[config.mk]
export PLATFORM = sky130hd
export DESIGN_NAME = fenwick_inversion_counter_unit
export DESIGN_NICKNAME = d
export VERILOG_FILES = /design/src/rtl/fic_pkg.sv /design/src/rtl/fic_seq.sv /design/src/rtl/fic_tree_ram.sv /design/src/rtl/fic_datapath.sv /design/src/rtl/fenwick_inversion_counter_unit.sv
export SDC_FILE = /design/constraint.sdc
export NUM_CORES = 2
export LEC_CHECK = 0
export BUFFER_PORTS_ARGS = -buffer_cell sky130_fd_sc_hd__clkbuf_2
export CAP_MARGIN = 20
export CORE_MARGIN = 2
export CORE_UTILIZATION = 66
export CTS_BUF_LIST = sky130_fd_sc_hd__clkbuf_4 sky130_fd_sc_hd__clkbuf_8
export CTS_CLUSTER_DIAMETER = 100
export CTS_CLUSTER_SIZE = 25
export DETAILED_ROUTE_END_ITERATION = 10
export GPL_ROUTABILITY_DRIVEN = 0
export PLACE_DENSITY = 0.82
export RECOVER_POWER = 25
export SLEW_MARGIN = 20
export SYNTH_ARGS = -nofsm -noshare
export SYNTH_HDL_FRONTEND = slang
export SYNTH_SLANG_ARGS = --single-unit
export TNS_END_PERCENT = 10
[constraint.sdc]
create_clock -name clk -period 14.2 [get_ports clk]
set_clock_uncertainty 0.1 [all_clocks]
set_input_delay 0.71 -clock clk [delete_from_list [all_inputs] [get_ports clk]]
set_output_delay 0.71 -clock clk [all_outputs]
set_load 0.1 [all_outputs]
[src/rtl/fic_pkg.sv]
// Shared types, step codes and the control store of the inversion counter.
package fic_pkg;

    localparam int VAL_W   = 8;
    localparam int GB_W    = 12;
    localparam int TOTAL_W = 23;
    localparam int STEP_W  = 4;

    localparam logic [GB_W-1:0]    GB_MAX    = '1;
    localparam logic [TOTAL_W-1:0] TOTAL_MAX = '1;

    typedef logic [STEP_W-1:0] step_t;

    // Program addresses
    localparam step_t STEP_WAIT  = 4'd0;
    localparam step_t STEP_CHK   = 4'd1;
    localparam step_t STEP_QUERY = 4'd2;
    localparam step_t STEP_QEND  = 4'd3;
    localparam step_t STEP_CALC  = 4'd4;
    localparam step_t STEP_UPD   = 4'd5;
    localparam step_t STEP_TOTAL = 4'd6;
    localparam step_t STEP_EMIT  = 4'd7;
    localparam step_t STEP_NEXT  = 4'd8;
    localparam step_t STEP_CLR   = 4'd9;
    localparam step_t STEP_SWEEP = 4'd10;
    localparam step_t STEP_BACK  = 4'd11;

    typedef enum logic [3:0] {
        COND_NONE,
        COND_ALWAYS,
        COND_NO_ITEM,
        COND_FULL,
        COND_POS_NZ,
        COND_IN_RANGE,
        COND_OUT_BUSY,
        COND_NOT_LAST,
        COND_SWEEP_MORE
    } cond_t;

    typedef enum logic [2:0] {
        POS_HOLD,
        POS_DOWN,
        POS_UP,
        POS_SLOT,
        POS_ZERO,
        POS_INC
    } pos_op_t;

    typedef struct packed {
        logic    take;
        pos_op_t pos_op;
        logic    rd_q;
        logic    rd_u;
        logic    calc;
        logic    add_total;
        logic    emit;
        logic    clear;
        logic    sweep_wr;
        cond_t   cond;
        step_t   target;
    } ctrl_t;

    typedef struct packed {
        logic no_item;
        logic full;
        logic pos_nz;
        logic in_range;
        logic out_busy;
        logic last;
        logic sweep_more;
    } status_t;

    // Control store: one word per program step
    function automatic ctrl_t fic_ucode(input step_t step);
        ctrl_t w;
        w        = '0;
        w.pos_op = POS_HOLD;
        w.cond   = COND_NONE;
        w.target = STEP_WAIT;
        case (step)
            STEP_WAIT: begin
                w.take   = 1'b1;
                w.cond   = COND_NO_ITEM;
                w.target = STEP_WAIT;
            end
            STEP_CHK: begin
                w.cond   = COND_FULL;
                w.target = STEP_TOTAL;
            end
            STEP_QUERY: begin
                w.rd_q   = 1'b1;
                w.pos_op = POS_DOWN;
                w.cond   = COND_POS_NZ;
                w.target = STEP_QUERY;
            end
            STEP_QEND: begin
                w.pos_op = POS_SLOT;
            end
            STEP_CALC: begin
                w.calc = 1'b1;
            end
            STEP_UPD: begin
                w.rd_u   = 1'b1;
                w.pos_op = POS_UP;
                w.cond   = COND_IN_RANGE;
                w.target = STEP_UPD;
            end
            STEP_TOTAL: begin
                w.add_total = 1'b1;
            end
            STEP_EMIT: begin
                w.emit   = 1'b1;
                w.cond   = COND_OUT_BUSY;
                w.target = STEP_EMIT;
            end
            STEP_NEXT: begin
                w.cond   = COND_NOT_LAST;
                w.target = STEP_WAIT;
            end
            STEP_CLR: begin
                w.clear  = 1'b1;
                w.pos_op = POS_ZERO;
            end
            STEP_SWEEP: begin
                w.sweep_wr = 1'b1;
                w.pos_op   = POS_INC;
                w.cond     = COND_SWEEP_MORE;
                w.target   = STEP_SWEEP;
            end
            STEP_BACK: begin
                w.cond   = COND_ALWAYS;
                w.target = STEP_WAIT;
            end
            default: begin
                w.cond   = COND_ALWAYS;
                w.target = STEP_CLR;
            end
        endcase
        return w;
    endfunction

endpackage

[src/rtl/fic_seq.sv]
// Step counter and control store lookup with conditional jumps.
module fic_seq (
    input  logic             clk,
    input  logic             rst_n,
    input  fic_pkg::status_t status,
    output fic_pkg::ctrl_t   ctrl,
    output fic_pkg::step_t   step
);
    import fic_pkg::*;

    step_t step_reg;
    step_t step_next;
    logic  jump;

    always_comb
    begin
        ctrl = fic_ucode(step_reg);
        case (ctrl.cond)
            COND_NONE:       jump = 1'b0;
            COND_ALWAYS:     jump = 1'b1;
            COND_NO_ITEM:    jump = status.no_item;
            COND_FULL:       jump = status.full;
            COND_POS_NZ:     jump = status.pos_nz;
            COND_IN_RANGE:   jump = status.in_range;
            COND_OUT_BUSY:   jump = status.out_busy;
            COND_NOT_LAST:   jump = ~status.last;
            COND_SWEEP_MORE: jump = status.sweep_more;
            default:         jump = 1'b0;
        endcase
        step_next = jump ? ctrl.target : step_reg + step_t'(1);
    end

    // Start with the clearing pass over the tree
    always_ff @(posedge clk or negedge rst_n)
    begin
        if (!rst_n)
        begin
            step_reg <= STEP_CLR;
        end
        else
        begin
            step_reg <= step_next;
        end
    end

    assign step = step_reg;

endmodule

[src/rtl/fic_tree_ram.sv]
// Count tree storage: one write port, one registered read port.
module fic_tree_ram #(
    parameter int ADDR_W = 8,
    parameter int DATA_W = 13
) (
    input  logic              clk,
    input  logic [ADDR_W-1:0] rd_addr,
    output logic [DATA_W-1:0] rd_data,
    input  logic              wr_en,
    input  logic [ADDR_W-1:0] wr_addr,
    input  logic [DATA_W-1:0] wr_data
);

    logic [DATA_W-1:0] mem [2**ADDR_W];
    logic [DATA_W-1:0] rd_data_reg;

    always_ff @(posedge clk)
    begin
        if (wr_en)
        begin
            mem[wr_addr] <= wr_data;
        end
        rd_data_reg <= mem[rd_addr];
    end

    assign rd_data = rd_data_reg;

endmodule

[src/rtl/fic_datapath.sv]
// Datapath: tree index walk, prefix accumulator, counters and output register.
module fic_datapath #(
    parameter int VALUE_BITS = 8,
    parameter int MAX_LEN    = 4096,
    parameter int CNT_W      = $clog2(MAX_LEN + 1)
) (
    input  logic                           clk,
    input  logic                           rst_n,
    input  fic_pkg::ctrl_t                 ctrl,
    output fic_pkg::status_t               status,
    input  logic                           in_valid,
    output logic                           in_ready,
    input  logic [fic_pkg::VAL_W-1:0]      value,
    input  logic                           is_last,
    output logic                           out_valid,
    input  logic                           out_ready,
    output logic [fic_pkg::GB_W-1:0]       greater_before,
    output logic [fic_pkg::TOTAL_W-1:0]    inversion_total,
    output logic                           is_last_res,
    output logic                           overflow,
    output logic [VALUE_BITS-1:0]          ram_rd_addr,
    input  logic [CNT_W-1:0]               ram_rd_data,
    output logic                           ram_wr_en,
    output logic [VALUE_BITS-1:0]          ram_wr_addr,
    output logic [CNT_W-1:0]               ram_wr_data
);
    import fic_pkg::*;

    localparam int SLOTS = 2 ** VALUE_BITS;
    localparam int POS_W = VALUE_BITS + 2;
    localparam int SUM_W = TOTAL_W + 1;
    localparam int GBX_W = (CNT_W > GB_W) ? CNT_W : GB_W;

    localparam logic [POS_W-1:0] SLOTS_P  = POS_W'(SLOTS);
    localparam logic [VAL_W-1:0] VAL_MASK = VAL_W'(SLOTS - 1);
    localparam logic [CNT_W-1:0] LEN_MAX  = CNT_W'(MAX_LEN);

    logic [POS_W-1:0]   pos_reg, pos_next;
    logic [POS_W-1:0]   slot_reg, slot_next;
    logic [POS_W-1:0]   prev_pos_reg, prev_pos_next;
    logic [CNT_W-1:0]   acc_reg, acc_next;
    logic [CNT_W-1:0]   greater_reg, greater_next;
    logic [CNT_W-1:0]   items_reg, items_next;
    logic [TOTAL_W-1:0] total_reg, total_next;
    logic               ovf_reg, ovf_next;
    logic               last_reg, last_next;
    logic               acc_pend_reg, acc_pend_next;
    logic               wr_pend_reg, wr_pend_next;
    logic               out_valid_reg, out_valid_next;
    logic [GB_W-1:0]    out_gb_reg, out_gb_next;
    logic [TOTAL_W-1:0] out_total_reg, out_total_next;
    logic               out_last_reg, out_last_next;
    logic               out_ovf_reg, out_ovf_next;

    logic               accept;
    logic               full;
    logic               out_busy;
    logic [POS_W-1:0]   pos_low;
    logic [POS_W-1:0]   pos_dn;
    logic [POS_W-1:0]   pos_up;
    logic [POS_W-1:0]   slot_in;
    logic [SUM_W-1:0]   total_sum;
    logic [GBX_W-1:0]   gb_wide;
    logic [GB_W-1:0]    gb_sat;

    assign in_ready = ctrl.take;
    assign accept   = ctrl.take & in_valid;
    assign full     = items_reg >= LEN_MAX;
    assign out_busy = out_valid_reg & ~out_ready;

    // Lowest set bit drives both tree walks
    assign pos_low = pos_reg & (~pos_reg + POS_W'(1));
    assign pos_dn  = pos_reg - pos_low;
    assign pos_up  = pos_reg + pos_low;
    assign slot_in = POS_W'(value & VAL_MASK) + POS_W'(1);

    assign total_sum = {1'b0, total_reg} + SUM_W'(greater_reg);
    assign gb_wide   = GBX_W'(greater_reg);
    assign gb_sat    = (gb_wide > GBX_W'(GB_MAX)) ? GB_MAX : GB_W'(gb_wide);

    always_comb
    begin
        status.no_item    = ~accept;
        status.full       = full;
        status.pos_nz     = pos_dn != '0;
        status.in_range   = pos_up <= SLOTS_P;
        status.out_busy   = out_busy;
        status.last       = last_reg;
        status.sweep_more = pos_reg[VALUE_BITS-1:0] != '1;
    end

    always_comb
    begin
        case (ctrl.pos_op)
            POS_HOLD: pos_next = pos_reg;
            POS_DOWN: pos_next = pos_dn;
            POS_UP:   pos_next = pos_up;
            POS_SLOT: pos_next = slot_reg;
            POS_ZERO: pos_next = '0;
            POS_INC:  pos_next = pos_reg + POS_W'(1);
            default:  pos_next = pos_reg;
        endcase

        slot_next     = slot_reg;
        last_next     = last_reg;
        acc_next      = acc_reg;
        greater_next  = greater_reg;
        items_next    = items_reg;
        total_next    = total_reg;
        ovf_next      = ovf_reg;
        prev_pos_next = ctrl.rd_u ? pos_reg : prev_pos_reg;
        acc_pend_next = ctrl.rd_q;
        wr_pend_next  = ctrl.rd_u;

        // Read data of a query read lands in the cycle after it
        if (acc_pend_reg)
        begin
            acc_next = acc_reg + ram_rd_data;
        end

        if (accept)
        begin
            slot_next    = slot_in;
            pos_next     = slot_in;
            last_next    = is_last;
            acc_next     = '0;
            greater_next = '0;
            if (full)
            begin
                ovf_next = 1'b1;
            end
        end

        if (ctrl.calc)
        begin
            greater_next = items_reg - acc_reg;
            items_next   = items_reg + CNT_W'(1);
        end

        if (ctrl.add_total)
        begin
            total_next = (total_sum > SUM_W'(TOTAL_MAX)) ? TOTAL_MAX
                                                          : total_sum[TOTAL_W-1:0];
        end

        if (ctrl.clear)
        begin
            items_next = '0;
            total_next = '0;
            ovf_next   = 1'b0;
        end

        out_valid_next = out_valid_reg & ~out_ready;
        out_gb_next    = out_gb_reg;
        out_total_next = out_total_reg;
        out_last_next  = out_last_reg;
        out_ovf_next   = out_ovf_reg;
        if (ctrl.emit && !out_busy)
        begin
            out_valid_next = 1'b1;
            out_gb_next    = gb_sat;
            out_total_next = total_reg;
            out_last_next  = last_reg;
            out_ovf_next   = ovf_reg;
        end
    end

    always_ff @(posedge clk or negedge rst_n)
    begin
        if (!rst_n)
        begin
            items_reg     <= '0;
            total_reg     <= '0;
            ovf_reg       <= 1'b0;
            acc_pend_reg  <= 1'b0;
            wr_pend_reg   <= 1'b0;
            out_valid_reg <= 1'b0;
        end
        else
        begin
            items_reg     <= items_next;
            total_reg     <= total_next;
            ovf_reg       <= ovf_next;
            acc_pend_reg  <= acc_pend_next;
            wr_pend_reg   <= wr_pend_next;
            out_valid_reg <= out_valid_next;
        end
    end

    always_ff @(posedge clk)
    begin
        pos_reg       <= pos_next;
        slot_reg      <= slot_next;
        prev_pos_reg  <= prev_pos_next;
        acc_reg       <= acc_next;
        greater_reg   <= greater_next;
        last_reg      <= last_next;
        out_gb_reg    <= out_gb_next;
        out_total_reg <= out_total_next;
        out_last_reg  <= out_last_next;
        out_ovf_reg   <= out_ovf_next;
    end

    // Index equal to the slot count lives at address zero, which is otherwise unused
    assign ram_rd_addr = pos_reg[VALUE_BITS-1:0];
    assign ram_wr_en   = wr_pend_reg | ctrl.sweep_wr;
    assign ram_wr_addr = ctrl.sweep_wr ? pos_reg[VALUE_BITS-1:0]
                                       : prev_pos_reg[VALUE_BITS-1:0];
    assign ram_wr_data = ctrl.sweep_wr ? '0 : ram_rd_data + CNT_W'(1);

    assign out_valid       = out_valid_reg;
    assign greater_before  = out_gb_reg;
    assign inversion_total = out_total_reg;
    assign is_last_res     = out_last_reg;
    assign overflow        = out_ovf_reg;

endmodule

[src/rtl/fenwick_inversion_counter_unit.sv]
// Top level of the Fenwick-tree inversion counter.
// The unit takes a sequence of unsigned values, one per input beat, and for each
// returns one output beat: how many earlier values of the sequence were strictly
// greater (saturated at 4095), the running inversion total (saturated at 2^23-1),
// an echo of the last flag and a sticky overflow flag. Counts live in a binary
// indexed tree with one slot per value (low VALUE_BITS bits of the value are used),
// held in a single-port-read, single-port-write RAM. A small microprogram drives
// the datapath: the query walk reads one tree node per cycle and the update walk
// reads one node per cycle while writing back the node read the cycle before, so
// the RAM read port sets the pace. After its accept an item passes the length check,
// the query walk over q nodes (q is the number of set bits of value+1), the count
// step, the update walk over u nodes, the total step, the emit step and the check
// of the last flag; q + u lies between 2 and VALUE_BITS+2. The emit step loads the
// result beat into the output register and stalls while an earlier result is not
// yet taken. Items are handled one at a time; the output register lets the next
// item in while a result still waits to be taken. Once MAX_LEN items have been
// counted, further items are not counted, return zero and hold the total, skipping
// both tree walks. After the beat marked last the tree is cleared by a pass with
// ready low that zeroes every RAM entry; the same pass runs straight after reset.
module fenwick_inversion_counter_unit #(
    parameter int VALUE_BITS = 8,
    parameter int MAX_LEN    = 4096
) (
    input  logic                         clk,
    input  logic                         rst_n,
    input  logic                         in_valid,
    output logic                         in_ready,
    input  logic [fic_pkg::VAL_W-1:0]    value,
    input  logic                         is_last,
    output logic                         out_valid,
    input  logic                         out_ready,
    output logic [fic_pkg::GB_W-1:0]     greater_before,
    output logic [fic_pkg::TOTAL_W-1:0]  inversion_total,
    output logic                         is_last_res,
    output logic                         overflow
);
    import fic_pkg::*;

    // Tree counters must hold MAX_LEN itself
    localparam int CNT_W = $clog2(MAX_LEN + 1);

    ctrl_t                  ctrl;
    status_t                status;
    step_t                  step;
    logic [VALUE_BITS-1:0]  ram_rd_addr;
    logic [CNT_W-1:0]       ram_rd_data;
    logic                   ram_wr_en;
    logic [VALUE_BITS-1:0]  ram_wr_addr;
    logic [CNT_W-1:0]       ram_wr_data;

    // Step counter and control store
    fic_seq u_seq (
        .clk    (clk),
        .rst_n  (rst_n),
        .status (status),
        .ctrl   (ctrl),
        .step   (step)
    );

    // Count tree, one entry per value slot
    fic_tree_ram #(
        .ADDR_W (VALUE_BITS),
        .DATA_W (CNT_W)
    ) u_tree_ram (
        .clk     (clk),
        .rd_addr (ram_rd_addr),
        .rd_data (ram_rd_data),
        .wr_en   (ram_wr_en),
        .wr_addr (ram_wr_addr),
        .wr_data (ram_wr_data)
    );

    // Walk, accumulate, count and present the result beat
    fic_datapath #(
        .VALUE_BITS (VALUE_BITS),
        .MAX_LEN    (MAX_LEN),
        .CNT_W      (CNT_W)
    ) u_datapath (
        .clk             (clk),
        .rst_n           (rst_n),
        .ctrl            (ctrl),
        .status          (status),
        .in_valid        (in_valid),
        .in_ready        (in_ready),
        .value           (value),
        .is_last         (is_last),
        .out_valid       (out_valid),
        .out_ready       (out_ready),
        .greater_before  (greater_before),
        .inversion_total (inversion_total),
        .is_last_res     (is_last_res),
        .overflow        (overflow),
        .ram_rd_addr     (ram_rd_addr),
        .ram_rd_data     (ram_rd_data),
        .ram_wr_en       (ram_wr_en),
        .ram_wr_addr     (ram_wr_addr),
        .ram_wr_data     (ram_wr_data)
    );

    // An accepted beat always goes on to the length check
    a_accept_to_check: assert property (@(posedge clk) disable iff (!rst_n)
        (in_valid && in_ready) |=> (step == STEP_CHK))
        else $error("accepted beat did not advance to the length check");

    // A result appears only from the emit step
    a_emit_source: assert property (@(posedge clk) disable iff (!rst_n)
        $rose(out_valid) |-> $past(step == STEP_EMIT))
        else $error("output valid raised outside the emit step");

    // Full sequences must bypass the tree walks
    a_no_count_when_full: assert property (@(posedge clk) disable iff (!rst_n)
        (step == STEP_CALC) |-> !status.full)
        else $error("item counted past the maximum length");

endmodule

Word level (Yosys, flattened, before mapping)
Memory sizes are Yosys's and may differ from the RTL's. A register that Yosys moved wholly into a read port is not among the register bits.
Cells that the tools add are included.
{"block": "word_totals", "ff_bits": 136, "latchBits": 0, "ramBits": 3328, "rom_bits": 0, "wordCells": 107, "memories": 1}
{"memory": "u_tree_ram.mem", "words": 256, "width": 13, "read_ports": 1, "rd_ports_with_merged_regs": 1, "wr": 1, "line": "fic_tree_ram.sv:14", "source": "logic [DATA_W-1:0] mem [2**ADDR_W];"}
{"block": "op_classes", "n_addsub": 11, "n_mul": 0, "div_mod_pow": 0, "order_cmp": 4, "eq_ne": 25, "shift": 0, "n_mux": 29, "bitwise_logic": 8, "reduce_logical": 12}
{"op": "$pmux 8 s9", "count": 1}
{"op": "$mux 23", "count": 3}
{"op": "$mux 13", "count": 5}
{"op": "$pmux 10 s5", "count": 1}
{"op": "$eq 4x3->1 const B", "count": 8}
{"op": "$add 13x1->13 const B", "count": 2}
{"op": "$add 23x13->24", "count": 1}
{"op": "$gt 24x23->1 const B", "count": 1}
{"op": "$add 10x1->10 const B", "count": 2}
{"op": "$eq 4x4->1 const B", "count": 5}
{"op": "$eq 4x2->1 const B", "count": 4}
{"op": "$pmux 3 s5", "count": 1}
{"op": "$mux 1", "count": 14}
{"op": "$add 13x13->13", "count": 1}
{"op": "$ge 13x13->1 const B", "count": 1}
{"op": "$gt 13x12->1 const B", "count": 1}
{"op": "$sub 13x13->13", "count": 1}
{"op": "$add 10x10->10", "count": 1}
{"op": "$and 10x10->10", "count": 1}
{"op": "$le 10x9->1 const B", "count": 1}
{"op": "$mux 10", "count": 1}
{"op": "$not 10->10", "count": 1}
{"op": "$reduce_bool 10->1", "count": 1}
{"op": "$reduce_bool 2->1", "count": 5}
{"op": "other kinds (20)", "count": 26}

Longest topological paths before layout
{"block": "logic_depth", "ltp_word": 7, "depth_mapped": 14, "ltp_nobuf": 11}

Cells and area by module
From an unflattened synthesis, not the netlist that was laid out.
{"block": "unflattened", "hier_cells": 6637, "area_unflattened_um2": 137181.6}
{"mod": "fic_tree_ram", "instances": 1, "cells_each": 5729, "area_per_inst_um2": 128384.4, "seq_area_each_um2": 100196.1}
{"mod": "fic_datapath", "instances": 1, "cells_each": 826, "area_per_inst_um2": 8099.0, "seq_area_each_um2": 3603.5}
{"mod": "fic_seq", "instances": 1, "cells_each": 82, "area_per_inst_um2": 698.2, "seq_area_each_um2": 102.6}

Worst setup path before layout
No wires, ideal clock.
{"block": "synth_timing", "kind": "register to register", "startpoint": "register u_seq.step_reg[0], in the netlist u_seq.step[0]", "endpoint": "memory u_tree_ram.mem[0][8], data pin", "arrival_time_ns": 8.561, "required_ns": 12.527, "slack_ns": 3.966, "path_stages_with_launch": 9, "path_buffers": 4, "path_cell_list": "dfstp_2 > inv_1 > ha_1 > clkbuf_1 > and2_1 > clkbuf_1 > buf_1 > buf_1 > a21oi_1"}
{"block": "synth_via", "elab_chain_len": 3}
{"element": "start, declared", "line": "fic_seq.sv:11", "source": "step_t step_reg;"}
{"element": "start signal, assigned", "line": "fic_seq.sv:42", "source": "step_reg <= step_next;"}
{"element": "$eq 4x4->1", "line": "fic_pkg.sv:80", "source": "case (step)"}
{"element": "$mux 1", "line": "fic_pkg.sv:80"}
{"element": "$mux 13", "line": "fic_datapath.sv:209", "source": "assign ram_wr_data = ctrl.sweep_wr ? '0 : ram_rd_data + CNT_W'(1);"}
{"element": "via ram_wr_data[8]", "line": "fenwick_inversion_counter_unit.sv:49", "source": "logic [CNT_W-1:0] ram_wr_data;"}
{"element": "end, declared", "line": "fic_tree_ram.sv:14"}
The timed path passes the listed nets, and every way through them passes these cells.

Worst setup path in the final report
{"block": "layout_timing", "startpoint": "register u_seq.step_reg[0], in the netlist u_seq.step[0]", "endpoint": "memory u_tree_ram.mem[131][3], data pin"}
The elaborated chain is that of the path after synthesis.

==> Flow_metrics.wiki <==
{| class="wikitable"
! Metric !! Value
|-
| Classification of the worst setup path || reg2reg
|-
| Post-synthesis instance area || 136000 sq um
|-
| Proportion of netlist area held by the largest area contributor || 75.1%
|-
| Antenna violations before repair || 28
|-
| Pin count of the biggest net entering global routing || 257
|-
| Switching share of power || 34.4%
|-
| Tightest hold margin || 324 ps
|-
| Via count || 65200
|-
| Pre-CTS WS || 8010 ps
|-
| Proportion of layout cells with a drive suffix above 1 || 28.1%
|-
| Aggregate global-route resource usage || 31.3%
|-
| Sequential share of the synthesized area || 76.3%
|-
| Fraction of the cycle the final worst path needs || 56.1%
|-
| Cell type with the highest aggregate area in the netlist || edfxtp_1
|-
| Antenna violation net count after detailed routing || 0
|-
| IR drop worst, VDD || 0.386 mV
|-
| Full die area || 210000 sq um
|-
| Number of pins with negative max-slew slack in the final report || 1486
|-
| Sort of element at the start of the critical path || register
|-
| Run status || complete, but fails checks
|-
| Number of I/O pins || 52
|-
| Worst Setup Slack, final || 6230 ps
|-
| Cts bufs inserted || 158
|-
| Clock tree from TritonCTS || yes
|-
| Leakage Power || 43.2 nW
|-
| Total length of routed wires || 325000 um
|-
| Avg Vias per Cell || 7.40
|-
| Final design instance area without fill || 143000 sq um
|-
| Mapped Cells || 5956
|-
| Cts repair resizes || 0
|-
| Critical path endpoint category || register
|-
| Synthesized flop and latch total || 3476
|-
| Worst-Margin Slew || 5260 ps
|-
| Share of power burned in the clock network || 13.7%
|-
| Buf/Inv on CP || 3
|-
| Max-Slew Margin vs Limit || -251%
|-
| Clk root buf || clkbuf_8
|-
| DRC Markers || 0
|-
| Placed wire-length estimate after detailed placement || 191000 um
|-
| Most used flip-flop cell after synthesis || edfxtp_1
|-
| Number of standard cells in the layout, taps in and fillers out || 8808
|-
| Number of warnings printed during yosys synthesis || 0
|-
| Sequential power share || 48.4%
|-
| Placed Instances || 8569
|-
| Total power draw || 29.1 mW
|-
| Cell area power density || 203 nW/um^2
|-
| Die Span X || 458 um
|-
| Standard-cell row count || 166
|-
| Internal power || 19.1 mW
|-
| Most frequent cells in the layout || edfxtp_1 (3406), mux4_2 (1105), nor2_1 (185)
|-
| Wire length per cell || 36.9 um
|-
| CP max-delay cell || clkbuf_1
|-
| Count of cell types in the netlist || 83
|-
| Slowest cell delay on critical path || 3690 ps
|-
| Number of enable flip-flop cells after synthesis || 3406
|-
| Arrival time reported for the critical path endpoint || 7940 ps
|-
| Area inside the core boundary || 205000 sq um
|-
| Required time of the worst setup path || 14170 ps
|-
| Leading cell type in the layout, fill and taps excluded || edfxtp_1
|-
| Clock net sink count || 3476
|-
| MaxCap Viol Count || 26
|-
| Top post-synthesis cells by area || edfxtp_1 (75%), mux4_2 (18%), nor2_1 (0.93%)
|-
| Fin Setup TNS || 0 ps
|-
| Peak clock frequency supported by timing || 125 MHz
|-
| Most used cell along the critical path || clkbuf_1
|-
| GRT Residual Overflow || 0
|-
| Clock insertion delay at the later pin of the skew report || 1060 ps
|-
| Buffer count from post-CTS setup fixing || 0
|-
| Final worst path period need || 7970 ps
|-
| Number of nets in the layout || 6126
|-
| Number of search-and-repair iterations in the first detailed-routing pass || 7
|-
| Maximum count of clock buffers along a single path || 3
|-
| Worst hold path class || in2reg
|-
| Number of flip-flops in the largest register || 3328
|-
| # H-tree levels || 4
|-
| First-pass GRT wire length || 464000 um
|-
| Setup repair after global routing missed its margin || no
|-
| Buffers on Ports || 51
|-
| Combinational Power Share || 37.9%
|-
| Post-layout utilization of the core || 70.0%
|-
| DRT iter0 DRCs || 11300
|-
| Largest fanout of any net on the critical path || 112
|-
| Number of endpoints failing setup at the final stage || 0
|-
| Async S/R FF share, synth || 1.27%
|-
| Die Y-Extent || 458 um
|-
| Initial core utilization || 66.5%
|-
| Number of global-route vias before repair || 64000
|-
| Area growth from synthesis to layout || 5.33%
|-
| Top Family by Delay on Critical Path || buffers and inverters
|-
| Synthesized area divided by synthesized cell count || 22.9 sq um
|-
| Critical path cell sequence || inv_1 > ha_1 > and2_2 > clkbuf_1 > nor2_1 > clkbuf_1
|-
| Clock Pin Slew Worst Setup and Hold Paths || 140 ps
|-
| Switching pwr || 10.0 mW
|-
| Standard cell area after detailed placement || 141000 sq um
|-
| Net count after synthesis || 6023
|-
| Number of endpoints with negative hold slack in the final report || 0
|-
| Violated checks || max-capacitance violations, max-slew violations
|}
[worst register-to-register path, delay by kind of cell, from the launching register on]
kind	cells	cell delay [ps]
adders and majority gates	1	320
and+or+nand+nor	2	1320
DFF	1	620
buffers and inverters	3	4470
[cell families after synthesis]
group                      Yosys count  synth area share [%]
xor gates and xnor gates            55                 0.354
DFF                               3476                  76.3
and+or+nand+nor                    637                  2.12
adders and majority gates           54                 0.513
muxes                             1120                  18.4
buffers and inverters              370                  1.07
AOI/OAI and AO/OA                  244                  1.21
[final cells by class]
type                            count  area (sq um)
Fill cell                       11300         61400
Tap cell                         2688          3360
Clock buffer                      196          2480
Timing Repair Buffer              269          2040
Sequential cell                  3476        104000
Antenna cell                        9          22.5
Inverter                           44           175
Multi-Input combinational cell   2110         31200
Clock inverter                     16           164
[cell usage after synthesis, types with 13 or more instances]
cell type / n
buf_1: 73
o31ai_1: 15
nor2b_1: 14
mux4_2: 1105
a31oi_1: 17
inv_1: 41
dfrtp_1: 42
edfxtp_1: 3406
o21a_1: 14
nand2_1: 102
buf_2: 37
a21o_1: 13
nor3_1: 30
clkbuf_1: 213
xnor2_1: 31
a21oi_1: 53
and3_1: 15
nand4_1: 13
or3_1: 15
o21ai_0: 51
or2_2: 19
xor2_1: 24
nor2_1: 336
dfxtp_1: 26
ha_1: 51
nand3_1: 34
[layer usage]
layer  wire (um)  part of all wire (%)  up-vias  track usage, %
met3       42800                    13      740            7.62
met4       14200                   4.4       34            11.9
met1      114000                    35    34200            45.1
li1            -                     -    25200               -
met5         411                  0.13        -               0
met2      153000                    47     5071            47.9
[power by group through the flow]
stage               Combinational, mW  Sequential, mW  Clock [mW]
global route                     11.5            14.1        4.30
detailed placement               10.9            14.2           0
finish                           11.0            14.1        3.99
CTS                              10.9            13.9        4.00
floorplan                        6.85            14.8           0
global placement                 10.5            14.2           0
[repair_timing]
item	CTS	global route
hold endpoints to repair	59	0
setup endpoints to repair	0	0
hold buffers	13	0
[worst paths after layout]
check                                         startpoint                             end  slack (ps)  cells after the start
worst max-delay path                       u_seq.step[0]          u_tree_ram.mem[131][3]        6230                      6
min in group asynchronous                          rst_n         u_datapath.items_reg[8]         990                      3
worst min register to register  u_datapath.total_reg[17]  u_datapath.inversion_total[17]         400                      0
worst min-delay path                             is_last             u_datapath.last_reg         320                      2
max in group asynchronous                          rst_n         u_datapath.items_reg[4]       11530                      3
worst max register to register             u_seq.step[0]          u_tree_ram.mem[131][3]        6230                      6
No activity file was read; power rests on OpenSTA's default activity.
